--- src/design/sas_pkg.sv ---
// shared types, constants and helpers of the sprite animation sequencer
// no dependencies; every other file of the block imports this package

package sas_pkg;

  localparam int TIME_BITS_DEF = 24;
  localparam int GRID_MAX      = 64;

  localparam int CMD_W    = 3;
  localparam int DT_W     = 24;
  localparam int PERIOD_W = 24;
  localparam int FRAME_W  = 12;
  localparam int GRID_W   = 7;
  localparam int TILE_W   = 6;

  localparam int APB_AW    = 5;
  localparam int APB_DW    = 32;
  localparam int REG_IDX_W = 3;

  // command codes
  localparam logic [CMD_W-1:0] CMD_TICK   = 3'd0;
  localparam logic [CMD_W-1:0] CMD_PLAY   = 3'd1;
  localparam logic [CMD_W-1:0] CMD_STOP   = 3'd2;
  localparam logic [CMD_W-1:0] CMD_PAUSE  = 3'd3;
  localparam logic [CMD_W-1:0] CMD_RESUME = 3'd4;

  // register indexes
  localparam logic [REG_IDX_W-1:0] REG_SPR    = 3'd0;
  localparam logic [REG_IDX_W-1:0] REG_ROWS   = 3'd1;
  localparam logic [REG_IDX_W-1:0] REG_START  = 3'd2;
  localparam logic [REG_IDX_W-1:0] REG_END    = 3'd3;
  localparam logic [REG_IDX_W-1:0] REG_LOOP   = 3'd4;
  localparam logic [REG_IDX_W-1:0] REG_PERIOD = 3'd5;

  typedef enum logic [2:0] {
    S_IDLE,
    S_ADD,
    S_MOD,
    S_UPD,
    S_DLD,
    S_DIV,
    S_OUT
  } seq_state_t;

  typedef struct packed {
    logic [GRID_W-1:0]   sprites_per_row;
    logic [GRID_W-1:0]   sheet_rows;
    logic [FRAME_W-1:0]  start_frame;
    logic [FRAME_W-1:0]  end_frame;
    logic                loop_enable;
    logic [PERIOD_W-1:0] frame_period;
  } cfg_regs_t;

  typedef struct packed {
    logic               set_frame;
    logic [FRAME_W-1:0] frame;
  } cfg_evt_t;

  typedef struct packed {
    logic load;
    logic add_en;
    logic mod_en;
  } acc_ctl_t;

  typedef struct packed {
    logic load;
    logic step;
  } div_ctl_t;

  // zero counts as one, counts above the grid limit saturate
  function automatic logic [GRID_W-1:0] grid_clamp(input logic [GRID_W-1:0] v);
    logic [GRID_W-1:0] r;
    r = v;
    if (v == '0) begin
      r = GRID_W'(1);
    end else if (int'(v) > GRID_MAX) begin
      r = GRID_W'(GRID_MAX);
    end
    return r;
  endfunction

endpackage

--- src/design/sas_if.sv ---
// valid/ready channel interfaces for command items and result items
// depends on sas_pkg for field widths

interface sas_in_if import sas_pkg::*; ();
  logic               valid;
  logic               ready;
  logic [CMD_W-1:0]   cmd;
  logic [DT_W-1:0]    delta_time;

  modport source (output valid, output cmd, output delta_time, input ready);
  modport sink   (input valid, input cmd, input delta_time, output ready);
endinterface

interface sas_out_if import sas_pkg::*; ();
  logic               valid;
  logic               ready;
  logic [FRAME_W-1:0] shown_frame;
  logic [TILE_W-1:0]  tile_column;
  logic [TILE_W-1:0]  tile_row;
  logic               is_playing;
  logic               is_paused;

  modport source (output valid, output shown_frame, output tile_column, output tile_row,
                  output is_playing, output is_paused, input ready);
  modport sink   (input valid, input shown_frame, input tile_column, input tile_row,
                  input is_playing, input is_paused, output ready);
endinterface

--- src/design/sprite_animation_sequencer_unit.sv ---
// sprite animation sequencer, top level: control sequencer, playback state,
// result register; uses sas_pkg, sas_if, sas_cfg_regs, sas_acc_unit, sas_tile_div
//
// One command item is taken at a time. A tick that finds the animation playing
// and not paused runs the accumulator bit-serially: a serial add of the elapsed
// time, then a serial remainder by the frame period. Every other command skips
// the accumulator. Both paths end in a serial divide that turns the shown frame
// into tile column and row. The next command is accepted while a result still
// waits in the output register; only a second result waits for it to drain.
// Configuration goes through the APB-style port, register i at byte address
// 4*i, and is to be written only while the block is idle; the block itself
// does not enforce this. No clearing pass after reset.

module sprite_animation_sequencer_unit import sas_pkg::*; #(
  parameter int TIME_BITS = TIME_BITS_DEF
) (
  input  logic              clk,
  input  logic              rst_n,
  sas_in_if.sink            in_ch,
  sas_out_if.source         out_ch,
  input  logic              psel,
  input  logic              penable,
  input  logic              pwrite,
  input  logic [APB_AW-1:0] paddr,
  input  logic [APB_DW-1:0] pwdata,
  output logic [APB_DW-1:0] prdata,
  output logic              pready
);

  localparam int ACC_W = TIME_BITS + 1;
  localparam int MAXN  = (ACC_W > FRAME_W) ? ACC_W : FRAME_W;
  localparam int CNT_W = $clog2(MAXN);
  localparam int TOT_W = 2 * GRID_W;

  // configuration
  cfg_regs_t cfg;
  cfg_evt_t  cfg_evt;

  // sequencer
  seq_state_t       state_r, state_nxt;
  logic [CNT_W-1:0] cnt_r, cnt_nxt;
  logic             cnt_inc;
  logic             cnt_last;
  acc_ctl_t         acc_ctl;
  div_ctl_t         div_ctl;
  logic             in_ready;
  logic             in_acc;
  logic             upd_en;
  logic             out_load;

  // latched command
  logic [CMD_W-1:0] cmd_r;
  logic             run_r;
  logic             run_now;

  // playback state
  logic [ACC_W-1:0]   acc_r, acc_nxt;
  logic [FRAME_W-1:0] cf_r, cf_nxt;
  logic [FRAME_W-1:0] disp_r, disp_nxt;
  logic               play_r, play_nxt;
  logic               pause_r, pause_nxt;

  // datapath results
  logic [ACC_W-1:0]   acc_rem;
  logic               acc_adv;
  logic [TILE_W-1:0]  div_col;
  logic [TILE_W-1:0]  div_row;

  // grid and clamping
  logic [GRID_W-1:0]  ccols;
  logic [GRID_W-1:0]  crows;
  logic [TOT_W-1:0]   total;
  logic [TOT_W-1:0]   total_m1;
  logic [FRAME_W-1:0] start_cl;
  logic [FRAME_W-1:0] end_cl;
  logic [FRAME_W-1:0] step_frame;
  logic [FRAME_W-1:0] step_cl;

  // result register
  logic               out_valid_r, out_valid_nxt;
  logic [FRAME_W-1:0] o_frame_r;
  logic [TILE_W-1:0]  o_col_r;
  logic [TILE_W-1:0]  o_row_r;
  logic               o_play_r;
  logic               o_pause_r;

  // a frame beyond the last tile is held at the last tile
  function automatic logic [FRAME_W-1:0] clamp_frame(input logic [FRAME_W-1:0] id,
                                                      input logic [TOT_W-1:0]   lim);
    logic [FRAME_W-1:0] r;
    r = id;
    if (TOT_W'(id) > lim) begin
      r = lim[FRAME_W-1:0];
    end
    return r;
  endfunction

  sas_cfg_regs u_cfg (
    .clk     (clk),
    .rst_n   (rst_n),
    .psel    (psel),
    .penable (penable),
    .pwrite  (pwrite),
    .paddr   (paddr),
    .pwdata  (pwdata),
    .prdata  (prdata),
    .pready  (pready),
    .cfg     (cfg),
    .evt     (cfg_evt)
  );

  sas_acc_unit #(
    .TIME_BITS (TIME_BITS)
  ) u_acc (
    .clk      (clk),
    .ctl      (acc_ctl),
    .acc_i    (acc_r),
    .dt_i     (in_ch.delta_time),
    .period_i (cfg.frame_period),
    .rem_o    (acc_rem),
    .adv_o    (acc_adv)
  );

  sas_tile_div u_div (
    .clk      (clk),
    .ctl      (div_ctl),
    .frame_i  (disp_r),
    .cols_i   (ccols),
    .column_o (div_col),
    .row_o    (div_row)
  );

  // grid size and clamped range ends
  assign ccols    = grid_clamp(cfg.sprites_per_row);
  assign crows    = grid_clamp(cfg.sheet_rows);
  assign total    = TOT_W'(ccols) * TOT_W'(crows);
  assign total_m1 = total - TOT_W'(1);
  assign start_cl = clamp_frame(cfg.start_frame, total_m1);
  assign end_cl   = clamp_frame(cfg.end_frame, total_m1);

  // next frame on an advance: past the end wraps to the start
  assign step_frame = (cf_r >= cfg.end_frame) ? cfg.start_frame : cf_r + FRAME_W'(1);
  assign step_cl    = clamp_frame(step_frame, total_m1);

  assign in_acc  = in_ch.valid && in_ready;
  assign run_now = (in_ch.cmd == CMD_TICK) && play_r && !pause_r;

  // the divide phase runs one step per frame bit, the accumulator phases one per time bit
  assign cnt_last = (state_r == S_DIV) ? (cnt_r == CNT_W'(FRAME_W - 1))
                                       : (cnt_r == CNT_W'(ACC_W - 1));

  // next state
  always_comb begin
    state_nxt = state_r;
    case (state_r)
      S_IDLE: begin
        if (in_ch.valid) begin
          state_nxt = run_now ? S_ADD : S_UPD;
        end
      end
      S_ADD: begin
        if (cnt_last) begin
          state_nxt = S_MOD;
        end
      end
      S_MOD: begin
        if (cnt_last) begin
          state_nxt = S_UPD;
        end
      end
      S_UPD: state_nxt = S_DLD;
      S_DLD: state_nxt = S_DIV;
      S_DIV: begin
        if (cnt_last) begin
          state_nxt = S_OUT;
        end
      end
      S_OUT: begin
        if (!out_valid_r || out_ch.ready) begin
          state_nxt = S_IDLE;
        end
      end
      default: state_nxt = S_IDLE;
    endcase
  end

  // sequencer outputs
  always_comb begin
    in_ready       = 1'b0;
    acc_ctl.load   = 1'b0;
    acc_ctl.add_en = 1'b0;
    acc_ctl.mod_en = 1'b0;
    div_ctl.load   = 1'b0;
    div_ctl.step   = 1'b0;
    cnt_inc        = 1'b0;
    upd_en         = 1'b0;
    out_load       = 1'b0;
    case (state_r)
      S_IDLE: begin
        in_ready     = 1'b1;
        acc_ctl.load = in_ch.valid;
      end
      S_ADD: begin
        acc_ctl.add_en = 1'b1;
        cnt_inc        = 1'b1;
      end
      S_MOD: begin
        acc_ctl.mod_en = 1'b1;
        cnt_inc        = 1'b1;
      end
      S_UPD: upd_en       = 1'b1;
      S_DLD: div_ctl.load = 1'b1;
      S_DIV: begin
        div_ctl.step = 1'b1;
        cnt_inc      = 1'b1;
      end
      S_OUT: out_load = !out_valid_r || out_ch.ready;
      default: ;
    endcase
  end

  assign cnt_nxt = (cnt_inc && !cnt_last) ? cnt_r + CNT_W'(1) : '0;

  always_ff @(posedge clk) begin
    if (!rst_n) begin
      state_r <= S_IDLE;
      cnt_r   <= '0;
    end else begin
      state_r <= state_nxt;
      cnt_r   <= cnt_nxt;
    end
  end

  // command latch
  always_ff @(posedge clk) begin
    if (in_acc) begin
      cmd_r <= in_ch.cmd;
      run_r <= run_now;
    end
  end

  // playback state update, once per item, and a frame counter restart on a range write
  always_comb begin
    acc_nxt   = acc_r;
    cf_nxt    = cf_r;
    disp_nxt  = disp_r;
    play_nxt  = play_r;
    pause_nxt = pause_r;
    if (cfg_evt.set_frame) begin
      // moving the range restarts the frame counter at the start
      cf_nxt = cfg_evt.frame;
    end else if (upd_en) begin
      case (cmd_r)
        CMD_TICK: begin
          if (run_r) begin
            acc_nxt = acc_rem;
            if (acc_adv) begin
              cf_nxt   = step_cl;
              disp_nxt = step_cl;
            end
            // without looping, reaching the end frame stops playback
            if (!cfg.loop_enable && ((acc_adv ? step_cl : cf_r) == cfg.end_frame)) begin
              play_nxt  = 1'b0;
              pause_nxt = 1'b0;
              cf_nxt    = end_cl;
              disp_nxt  = end_cl;
            end
          end
        end
        CMD_PLAY: begin
          play_nxt  = 1'b1;
          pause_nxt = 1'b0;
          acc_nxt   = '0;
          cf_nxt    = start_cl;
          disp_nxt  = start_cl;
        end
        CMD_STOP: begin
          play_nxt  = 1'b0;
          pause_nxt = 1'b0;
          cf_nxt    = end_cl;
          disp_nxt  = end_cl;
        end
        CMD_PAUSE:  pause_nxt = 1'b1;
        CMD_RESUME: begin
          pause_nxt = 1'b0;
          acc_nxt   = '0;
        end
        default: ;
      endcase
    end
  end

  always_ff @(posedge clk) begin
    if (!rst_n) begin
      acc_r   <= '0;
      cf_r    <= '0;
      disp_r  <= '0;
      play_r  <= 1'b0;
      pause_r <= 1'b0;
    end else begin
      acc_r   <= acc_nxt;
      cf_r    <= cf_nxt;
      disp_r  <= disp_nxt;
      play_r  <= play_nxt;
      pause_r <= pause_nxt;
    end
  end

  // result register, frees the sequencer from the consumer
  always_comb begin
    out_valid_nxt = out_valid_r;
    if (out_load) begin
      out_valid_nxt = 1'b1;
    end else if (out_ch.ready) begin
      out_valid_nxt = 1'b0;
    end
  end

  always_ff @(posedge clk) begin
    if (!rst_n) begin
      out_valid_r <= 1'b0;
    end else begin
      out_valid_r <= out_valid_nxt;
    end
  end

  always_ff @(posedge clk) begin
    if (out_load) begin
      o_frame_r <= disp_r;
      o_col_r   <= div_col;
      o_row_r   <= div_row;
      o_play_r  <= play_r;
      o_pause_r <= pause_r;
    end
  end

  assign in_ch.ready        = in_ready;
  assign out_ch.valid       = out_valid_r;
  assign out_ch.shown_frame = o_frame_r;
  assign out_ch.tile_column = o_col_r;
  assign out_ch.tile_row    = o_row_r;
  assign out_ch.is_playing  = o_play_r;
  assign out_ch.is_paused   = o_pause_r;

endmodule

--- src/design/sas_cfg_regs.sv ---
// apb-style configuration registers of the sprite animation sequencer
// depends on sas_pkg for register layout and indexes

module sas_cfg_regs import sas_pkg::*; (
  input  logic              clk,
  input  logic              rst_n,
  input  logic              psel,
  input  logic              penable,
  input  logic              pwrite,
  input  logic [APB_AW-1:0] paddr,
  input  logic [APB_DW-1:0] pwdata,
  output logic [APB_DW-1:0] prdata,
  output logic              pready,
  output cfg_regs_t         cfg,
  output cfg_evt_t          evt
);

  cfg_regs_t            regs_r;
  cfg_regs_t            regs_nxt;
  logic                 wr;
  logic [REG_IDX_W-1:0] idx;

  assign pready = 1'b1;
  assign wr     = psel && penable && pwrite;
  assign idx    = paddr[APB_AW-1:2];
  assign cfg    = regs_r;

  always_comb begin
    regs_nxt      = regs_r;
    evt.set_frame = 1'b0;
    evt.frame     = regs_r.start_frame;
    if (wr) begin
      case (idx)
        REG_SPR:    regs_nxt.sprites_per_row = pwdata[GRID_W-1:0];
        REG_ROWS:   regs_nxt.sheet_rows      = pwdata[GRID_W-1:0];
        REG_START: begin
          regs_nxt.start_frame = pwdata[FRAME_W-1:0];
          evt.set_frame        = 1'b1;
          evt.frame            = pwdata[FRAME_W-1:0];
        end
        REG_END: begin
          regs_nxt.end_frame = pwdata[FRAME_W-1:0];
          evt.set_frame      = 1'b1;
        end
        REG_LOOP:   regs_nxt.loop_enable  = pwdata[0];
        REG_PERIOD: regs_nxt.frame_period = pwdata[PERIOD_W-1:0];
        default: ;
      endcase
    end
  end

  always_ff @(posedge clk) begin
    if (!rst_n) begin
      regs_r.sprites_per_row <= GRID_W'(1);
      regs_r.sheet_rows      <= GRID_W'(1);
      regs_r.start_frame     <= '0;
      regs_r.end_frame       <= '0;
      regs_r.loop_enable     <= 1'b0;
      regs_r.frame_period    <= PERIOD_W'(1);
    end else begin
      regs_r <= regs_nxt;
    end
  end

  always_comb begin
    case (idx)
      REG_SPR:    prdata = APB_DW'(regs_r.sprites_per_row);
      REG_ROWS:   prdata = APB_DW'(regs_r.sheet_rows);
      REG_START:  prdata = APB_DW'(regs_r.start_frame);
      REG_END:    prdata = APB_DW'(regs_r.end_frame);
      REG_LOOP:   prdata = APB_DW'(regs_r.loop_enable);
      REG_PERIOD: prdata = APB_DW'(regs_r.frame_period);
      default:    prdata = '0;
    endcase
  end

endmodule

--- src/design/sas_acc_unit.sv ---
// bit-serial time accumulator: serial add of the elapsed time, then
// a restoring remainder by the frame period, one bit per cycle; uses sas_pkg

module sas_acc_unit import sas_pkg::*; #(
  parameter int TIME_BITS = TIME_BITS_DEF
) (
  input  logic                clk,
  input  acc_ctl_t            ctl,
  input  logic [TIME_BITS:0]  acc_i,
  input  logic [DT_W-1:0]     dt_i,
  input  logic [PERIOD_W-1:0] period_i,
  output logic [TIME_BITS:0]  rem_o,
  output logic                adv_o
);

  localparam int W = TIME_BITS + 1;

  logic [W-1:0] dt_m;
  logic [W-1:0] per_m;
  logic [W-1:0] a_r, a_nxt;
  logic [W-1:0] b_r, b_nxt;
  logic         c_r, c_nxt;
  logic [W-1:0] rem_r, rem_nxt;
  logic         qany_r, qany_nxt;
  logic         sum_bit;
  logic [W-1:0] trial;
  logic [W-1:0] diff;
  logic         ge;

  // both operands are cut to the time width, a zero period acts as one
  always_comb begin
    dt_m  = '0;
    per_m = '0;
    for (int i = 0; i < W; i++) begin
      if (i < TIME_BITS && i < DT_W) begin
        dt_m[i] = dt_i[i];
      end
      if (i < TIME_BITS && i < PERIOD_W) begin
        per_m[i] = period_i[i];
      end
    end
    if (per_m == '0) begin
      per_m = W'(1);
    end
  end

  assign sum_bit = a_r[0] ^ b_r[0] ^ c_r;
  assign trial   = {rem_r[W-2:0], a_r[W-1]};
  assign ge      = (trial >= per_m);
  assign diff    = trial - per_m;

  always_comb begin
    a_nxt    = a_r;
    b_nxt    = b_r;
    c_nxt    = c_r;
    rem_nxt  = rem_r;
    qany_nxt = qany_r;
    if (ctl.load) begin
      a_nxt    = acc_i;
      b_nxt    = dt_m;
      c_nxt    = 1'b0;
      rem_nxt  = '0;
      qany_nxt = 1'b0;
    end else if (ctl.add_en) begin
      // sum bits enter at the top, lsb first
      a_nxt = {sum_bit, a_r[W-1:1]};
      b_nxt = {1'b0, b_r[W-1:1]};
      c_nxt = (a_r[0] & b_r[0]) | (c_r & (a_r[0] ^ b_r[0]));
    end else if (ctl.mod_en) begin
      // dividend leaves msb first into the partial remainder
      a_nxt = {a_r[W-2:0], 1'b0};
      if (ge) begin
        rem_nxt  = diff;
        qany_nxt = 1'b1;
      end else begin
        rem_nxt = trial;
      end
    end
  end

  always_ff @(posedge clk) begin
    a_r    <= a_nxt;
    b_r    <= b_nxt;
    c_r    <= c_nxt;
    rem_r  <= rem_nxt;
    qany_r <= qany_nxt;
  end

  assign rem_o = rem_r;
  assign adv_o = qany_r;

endmodule

--- src/design/sas_tile_div.sv ---
// bit-serial restoring divider of the shown frame by the column count,
// one quotient bit per cycle; uses sas_pkg

module sas_tile_div import sas_pkg::*; (
  input  logic               clk,
  input  div_ctl_t           ctl,
  input  logic [FRAME_W-1:0] frame_i,
  input  logic [GRID_W-1:0]  cols_i,
  output logic [TILE_W-1:0]  column_o,
  output logic [TILE_W-1:0]  row_o
);

  logic [FRAME_W-1:0] q_r, q_nxt;
  logic [GRID_W-1:0]  d_r, d_nxt;
  logic [GRID_W-1:0]  rem_r, rem_nxt;
  logic [GRID_W:0]    trial;
  logic [GRID_W:0]    diff;
  logic               ge;

  assign trial = {rem_r, q_r[FRAME_W-1]};
  assign ge    = (trial >= {1'b0, d_r});
  assign diff  = trial - {1'b0, d_r};

  always_comb begin
    q_nxt   = q_r;
    d_nxt   = d_r;
    rem_nxt = rem_r;
    if (ctl.load) begin
      q_nxt   = frame_i;
      d_nxt   = cols_i;
      rem_nxt = '0;
    end else if (ctl.step) begin
      q_nxt   = {q_r[FRAME_W-2:0], ge};
      rem_nxt = ge ? diff[GRID_W-1:0] : trial[GRID_W-1:0];
    end
  end

  always_ff @(posedge clk) begin
    q_r   <= q_nxt;
    d_r   <= d_nxt;
    rem_r <= rem_nxt;
  end

  // both results are reported modulo 64
  assign column_o = rem_r[TILE_W-1:0];
  assign row_o    = q_r[TILE_W-1:0];

endmodule

--- src/flat_wrapper.sv ---
// flat-port wrapper written by rule: the top's interface ports become plain ports
module sprite_animation_sequencer_unit_flat import sas_pkg::*;
#(
  parameter int TIME_BITS = TIME_BITS_DEF
)
  (clk, rst_n, psel, penable, pwrite, paddr, pwdata, prdata, pready, in_ch_valid, in_ch_cmd, in_ch_delta_time, in_ch_ready, out_ch_valid, out_ch_shown_frame, out_ch_tile_column, out_ch_tile_row, out_ch_is_playing, out_ch_is_paused, out_ch_ready);
  sas_in_if in_ch_i ();
  sas_out_if out_ch_i ();
  input  logic clk;
  input  logic rst_n;
  input  logic psel;
  input  logic penable;
  input  logic pwrite;
  input  logic [APB_AW-1:0] paddr;
  input  logic [APB_DW-1:0] pwdata;
  output logic [APB_DW-1:0] prdata;
  output logic pready;
  input wire logic [$bits(in_ch_i.valid)-1:0] in_ch_valid;
  input wire logic [$bits(in_ch_i.cmd)-1:0] in_ch_cmd;
  input wire logic [$bits(in_ch_i.delta_time)-1:0] in_ch_delta_time;
  output wire logic [$bits(in_ch_i.ready)-1:0] in_ch_ready;
  output wire logic [$bits(out_ch_i.valid)-1:0] out_ch_valid;
  output wire logic [$bits(out_ch_i.shown_frame)-1:0] out_ch_shown_frame;
  output wire logic [$bits(out_ch_i.tile_column)-1:0] out_ch_tile_column;
  output wire logic [$bits(out_ch_i.tile_row)-1:0] out_ch_tile_row;
  output wire logic [$bits(out_ch_i.is_playing)-1:0] out_ch_is_playing;
  output wire logic [$bits(out_ch_i.is_paused)-1:0] out_ch_is_paused;
  input wire logic [$bits(out_ch_i.ready)-1:0] out_ch_ready;
  assign in_ch_i.valid = in_ch_valid;
  assign in_ch_i.cmd = in_ch_cmd;
  assign in_ch_i.delta_time = in_ch_delta_time;
  assign in_ch_ready = in_ch_i.ready;
  assign out_ch_valid = out_ch_i.valid;
  assign out_ch_shown_frame = out_ch_i.shown_frame;
  assign out_ch_tile_column = out_ch_i.tile_column;
  assign out_ch_tile_row = out_ch_i.tile_row;
  assign out_ch_is_playing = out_ch_i.is_playing;
  assign out_ch_is_paused = out_ch_i.is_paused;
  assign out_ch_i.ready = out_ch_ready;
  sprite_animation_sequencer_unit #(.TIME_BITS(TIME_BITS)) u_core (.clk(clk), .rst_n(rst_n), .in_ch(in_ch_i), .out_ch(out_ch_i), .psel(psel), .penable(penable), .pwrite(pwrite), .paddr(paddr), .pwdata(pwdata), .prdata(prdata), .pready(pready));
endmodule
--- config.mk ---
export PLATFORM = sky130hd
export DESIGN_NAME = sprite_animation_sequencer_unit_flat
export DESIGN_NICKNAME = d
export VERILOG_FILES = /design/src/design/sas_pkg.sv /design/src/design/sas_if.sv /design/src/design/sprite_animation_sequencer_unit.sv /design/src/design/sas_cfg_regs.sv /design/src/design/sas_acc_unit.sv /design/src/design/sas_tile_div.sv /design/src/flat_wrapper.sv
export SDC_FILE = /design/constraint.sdc
export NUM_CORES = 1
export LEC_CHECK = 0
export BUFFER_PORTS_ARGS = -buffer_cell sky130_fd_sc_hd__buf_2
export CORE_MARGIN = 1
export CORE_UTILIZATION = 35
export CTS_CLUSTER_SIZE = 20
export DETAILED_ROUTE_END_ITERATION = 8
export SLEW_MARGIN = 20
export SYNTH_ARGS = -nofsm -noshare
export SYNTH_HDL_FRONTEND = slang
export SYNTH_SLANG_ARGS = --single-unit
--- constraint.sdc ---
create_clock -name clk -period 7.6 [get_ports clk]
set_input_delay 1.14 -clock clk [delete_from_list [all_inputs] [get_ports clk]]
set_output_delay 1.14 -clock clk [all_outputs]
set_load 0.005 [all_outputs]
==> summary.md <==
| Metric | Value |
|---|---|
| Mapped cell area | `0.01721 mm2` |
| Total Routing Usage GR | `20.47%` |
| Core footprint | `approximately 0.048 mm2` |
| Clock Sinks | `between 200 and 300` |
| Clock latency on the worst-skew pair | `about 0.56 ns` |
| Least-Margin Pin Slew | `a little over 1 ns` |
| # IOs | `approximately 130` |
| # rows | `80` |
| Port Buffers | `112` |
| Worst reg2reg path depth | `30` |
| Total negative slack | `0 ns` |
| Die span in x | `about 220 um` |
| Worst endpoint data arrival time | `7.62 ns` |
| Ys async rst share | `0%` |
| CTS Buf Count | `28` |
| Class of the most critical setup path | `reg2reg` |
| Most frequent CP cell | `inv_1` |
| Ys flop type | `dfxtp_1` |
| Setup crit start kind | `register` |
| Vias per cell | `between 5 and 6` |
| CP max stage cell | `fa_1` |
| DR DRC count | `0` |
| Clk pin slew, worst setup/hold paths | `0.06 ns` |
| Crit. Startpoint | `u_core.u_cfg.cfg[62]` |
| CP delay by family, top | `adder cells` |
| EDFF count, synth | `a little under 100` |
| TritonCTS clock tree | `done` |
| Initial antenna violation count | `1` |
| Non-filler cells, final | `~2800` |
| Post-detail-place hpwl | `between 30000 and 40000 um` |
| Post-synthesis mux area share | `roughly 7%` |
| Cell total after placement | `~2700` |
| Slew headroom | `32.50%` |
| Number of max-cap violations | `0` |
| Wire length per cell | `between 15 and 20 um` |
| Placed cell area | `between 0.015 and 0.02 mm2` |
| 1st-pass router iterations | `5` |
| Mapped Cells | `~2000` |
| Antenna viol nets, final | `0` |
| Post-synthesis sequential area ratio | `about 35%` |
| First DRT Iteration DRCs | `1026` |
| Hold Fails Final Rpt | `0` |
| Worst R2R End | `u_core.disp_r[6]` |
| Crit path buf inv count | `8` |
| Synthesized-area fraction occupied by adder cells | `a little under an eighth` |
| Synthesized flop and latch total | `~260` |
| Reg2reg start | `u_core.u_cfg.cfg[62]` |
| Status | `completed` |
| Post-synthesis cell type count | `85` |
| Post-synthesis xor/xnor area fraction | `3.256%` |
| WP data required | `about 8.0 ns` |
| Post-route cell area | `approximately 0.020 mm2` |
| Die footprint | `between 0.05 and 0.06 mm2` |
| Share of layout cells above drive strength 1 | `around 14%` |
| Crit Path Max Fanout | `12` |
| Via count | `about 15000` |
| Yosys warns | `0` |
| Global-route wire length before repair | `81370 um` |
| Worst Clk Skew | `around 0.026 ns` |
| Largest net degree at the start of global routing | `97` |
| Post-synthesis compound-gate area fraction | `between 10% and 20%` |
| FILL cells | `roughly 4800` |
| Synthesis-to-finish area growth | `14.12%` |
| CP Depth | `30` |
| Total power | `between 6 and 7 mW` |
| H-tree Lvls | `1` |
| Die Ht | `223.8 um` |
| Placer Congestion | `between 0.9 and 1` |
| Simple-Gate Fraction of Synth Area | `a little under a fifth` |
| Root Buffer | `clkbuf_16` |
| Final hold slack | `0.4613 ns` |
| GRT overflow | `0` |
| Peak supply drop | `0.1796 mV` |
| Max Buffers Root-to-Sink | `3` |
| R2r setup slk | `slightly below 0.4 ns` |
| Crit share post-route | `94.80%` |
| Setup violators final | `0` |
| Largest family of logic cells by synthesized area | `simple AND/OR/NAND/NOR gates` |
| Hold Crit Class | `reg2reg` |
| Commonest non-fill, non-tap cell in the layout | `nand2_1` |
| Drt total wl | `about 51000 um` |
| P_leak | `between 7 and 8 nW` |
| Max Clk Rate | `138.8 MHz` |
| Pins Over Slew Limit | `0` |
| Fin crit period | `7.205 ns` |
| CP endpoint | `u_core.disp_r[6]` |
| Starting density of the core | `a little over a third` |
| Most frequent cells in the layout | `nand2_1, dfxtp_1, inv_1` |
| Crit path capture type | `register` |
| Synth Area per Inst | `~8.6 um2` |
| N_diodes | `0` |
| Vias in the first global route | `around 14000` |
| Nets@finish | `about 2300` |
| Crit-path max cell delay | `0.55 ns` |
| Pwr Density | `between 300 and 400 mW/mm2` |
| RSZ-0062 raised after global routing | `false` |
==> registers in the layout (all words and copies together) (netlist names), 7 cells and up <==
signal,flops
u_core.acc_r,25
u_core.cf_r,12
u_core.disp_r,12
u_core.out_ch.shown_frame,12
u_core.u_acc.a_r,25
u_core.u_acc.b_r,24
u_core.u_acc.rem_o,25
u_core.u_cfg.cfg,63
u_core.u_div.d_r,7
u_core.u_div.q_r,12
u_core.u_div.rem_r,7
==> worst register-to-register path, delay by kind of cell, from the launching register on <==
family                     cells  cell delay [ns]
adders and majority gates      6             2.54
AOI/OAI and AO/OA              7             1.71
and+or+nand+nor                8             1.34
buffers and inverters          8             0.90
DFF                            1             0.35
xor gates and xnor gates       1             0.21
==> per-stage QoR <==
step,worst slack (ns),utilization [%]
2_1_floorplan,0.7576,-
5_1_grt,0.01163,40.80
3_5_place_dp,0.05938,38.69
3_3_place_gp,0.1850,38.69
6_report,0.3951,40.80
4_1_cts,0.006947,40.61
==> logic make-up after synthesis <==
family	count (synthesis)
AND/OR/NAND/NOR	710
buffers and inverters	267
other	2
AO/OA/AOI/OAI	458
XOR/XNOR	64
flip-flops	255
adder cells (fa/ha/maj)	143
multiplexers	113
==> power breakdown <==
group / internal (mW) / switching, mW / leakage, nW / total, mW
logic: 1.05 / 1.65 / 5.21 / 2.70
registers: 1.80 / 0.208 / 2.20 / 2.01
clock network: 0.796 / 0.560 / 0.454 / 1.36
total: 3.64 / 2.42 / 7.87 / 6.07
==> worst min path at each step <==
stage | start | to | slack (ns) | cells after the start
finish | u_core.u_div.rem_r[6] | u_core.u_div.rem_r[6] | 0.46 | 2
global route | u_core.u_div.rem_r[6] | u_core.u_div.rem_r[6] | 0.47 | 2
CTS | u_core.u_div.rem_r[6] | u_core.u_div.rem_r[6] | 0.46 | 2
detailed placement | u_core.u_div.rem_r[6] | u_core.u_div.rem_r[6] | 0.44 | 2
global placement | u_core.u_div.rem_r[6] | u_core.u_div.rem_r[6] | 0.43 | 2
floorplan | u_core.disp_r[0] | u_core.out_ch.shown_frame[0] | 0.42 | 0
==> layout make-up <==
class | instances | area, um2 | area share, %
clock buffer | 36 | 740.7 | 3.771
clock inverter | 16 | 185.2 | 0.9427
timing repair buffer | 172 | 1027 | 5.229
inverter | 152 | 574.3 | 2.924
sequential | 255 | 6091 | 31.01
multi-input combinational | 1497 | 10200 | 51.95
tap | 656 | 820.8 | 4.178
==> synthesized netlist by cell type (6+ instances only) <==
cell type	instances	area, um2
a211o_1	6	52.55
a211oi_1	27	202.7
a21boi_0	79	593.1
a21o_1	19	142.6
a21oi_1	78	390.4
a22oi_1	9	67.56
a31oi_1	25	156.4
and3_1	7	43.79
buf_1	8	30.03
buf_2	8	40.04
buf_4	10	75.07
clkbuf_1	88	330.3
dfxtp_1	157	3143
edfxtp_1	98	2943
fa_1	32	640.6
ha_1	109	1364
inv_1	150	563.0
mux2_2	28	315.3
mux2i_1	82	820.8
nand2_1	326	1224
nand2b_1	21	131.4
nand3_1	45	225.2
nand3b_1	6	45.04
nand4_1	12	75.07
nor2_1	147	551.8
nor2b_1	32	200.2
nor3_1	59	295.3
nor4_1	17	106.4
o211ai_1	10	75.07
o21a_1	6	45.04
o21ai_0	114	570.6
o221ai_1	13	113.9
o22ai_1	8	50.05
o31ai_1	6	45.04
or3_1	10	62.56
xnor2_1	32	280.3
xor2_1	32	280.3
==> metal layers <==
layer  vias to the layer above  global-route usage (%)  wire [um]
met5                         -                       0         13
met4                         2                   7.159       1708
met3                        86                   2.046       2363
met2                       376                   34.07      23850
met1                      7009                   27.60      23400
li1                       7254                       -          -
==> what timing repair did <==
item | CTS | global route
gates resized for setup | 0 | 27
setup buffers | 0 | 1
hold buffers | 0 | 0
setup endpoints to repair | 0 | 26
(Power assumes the default switching activity.)
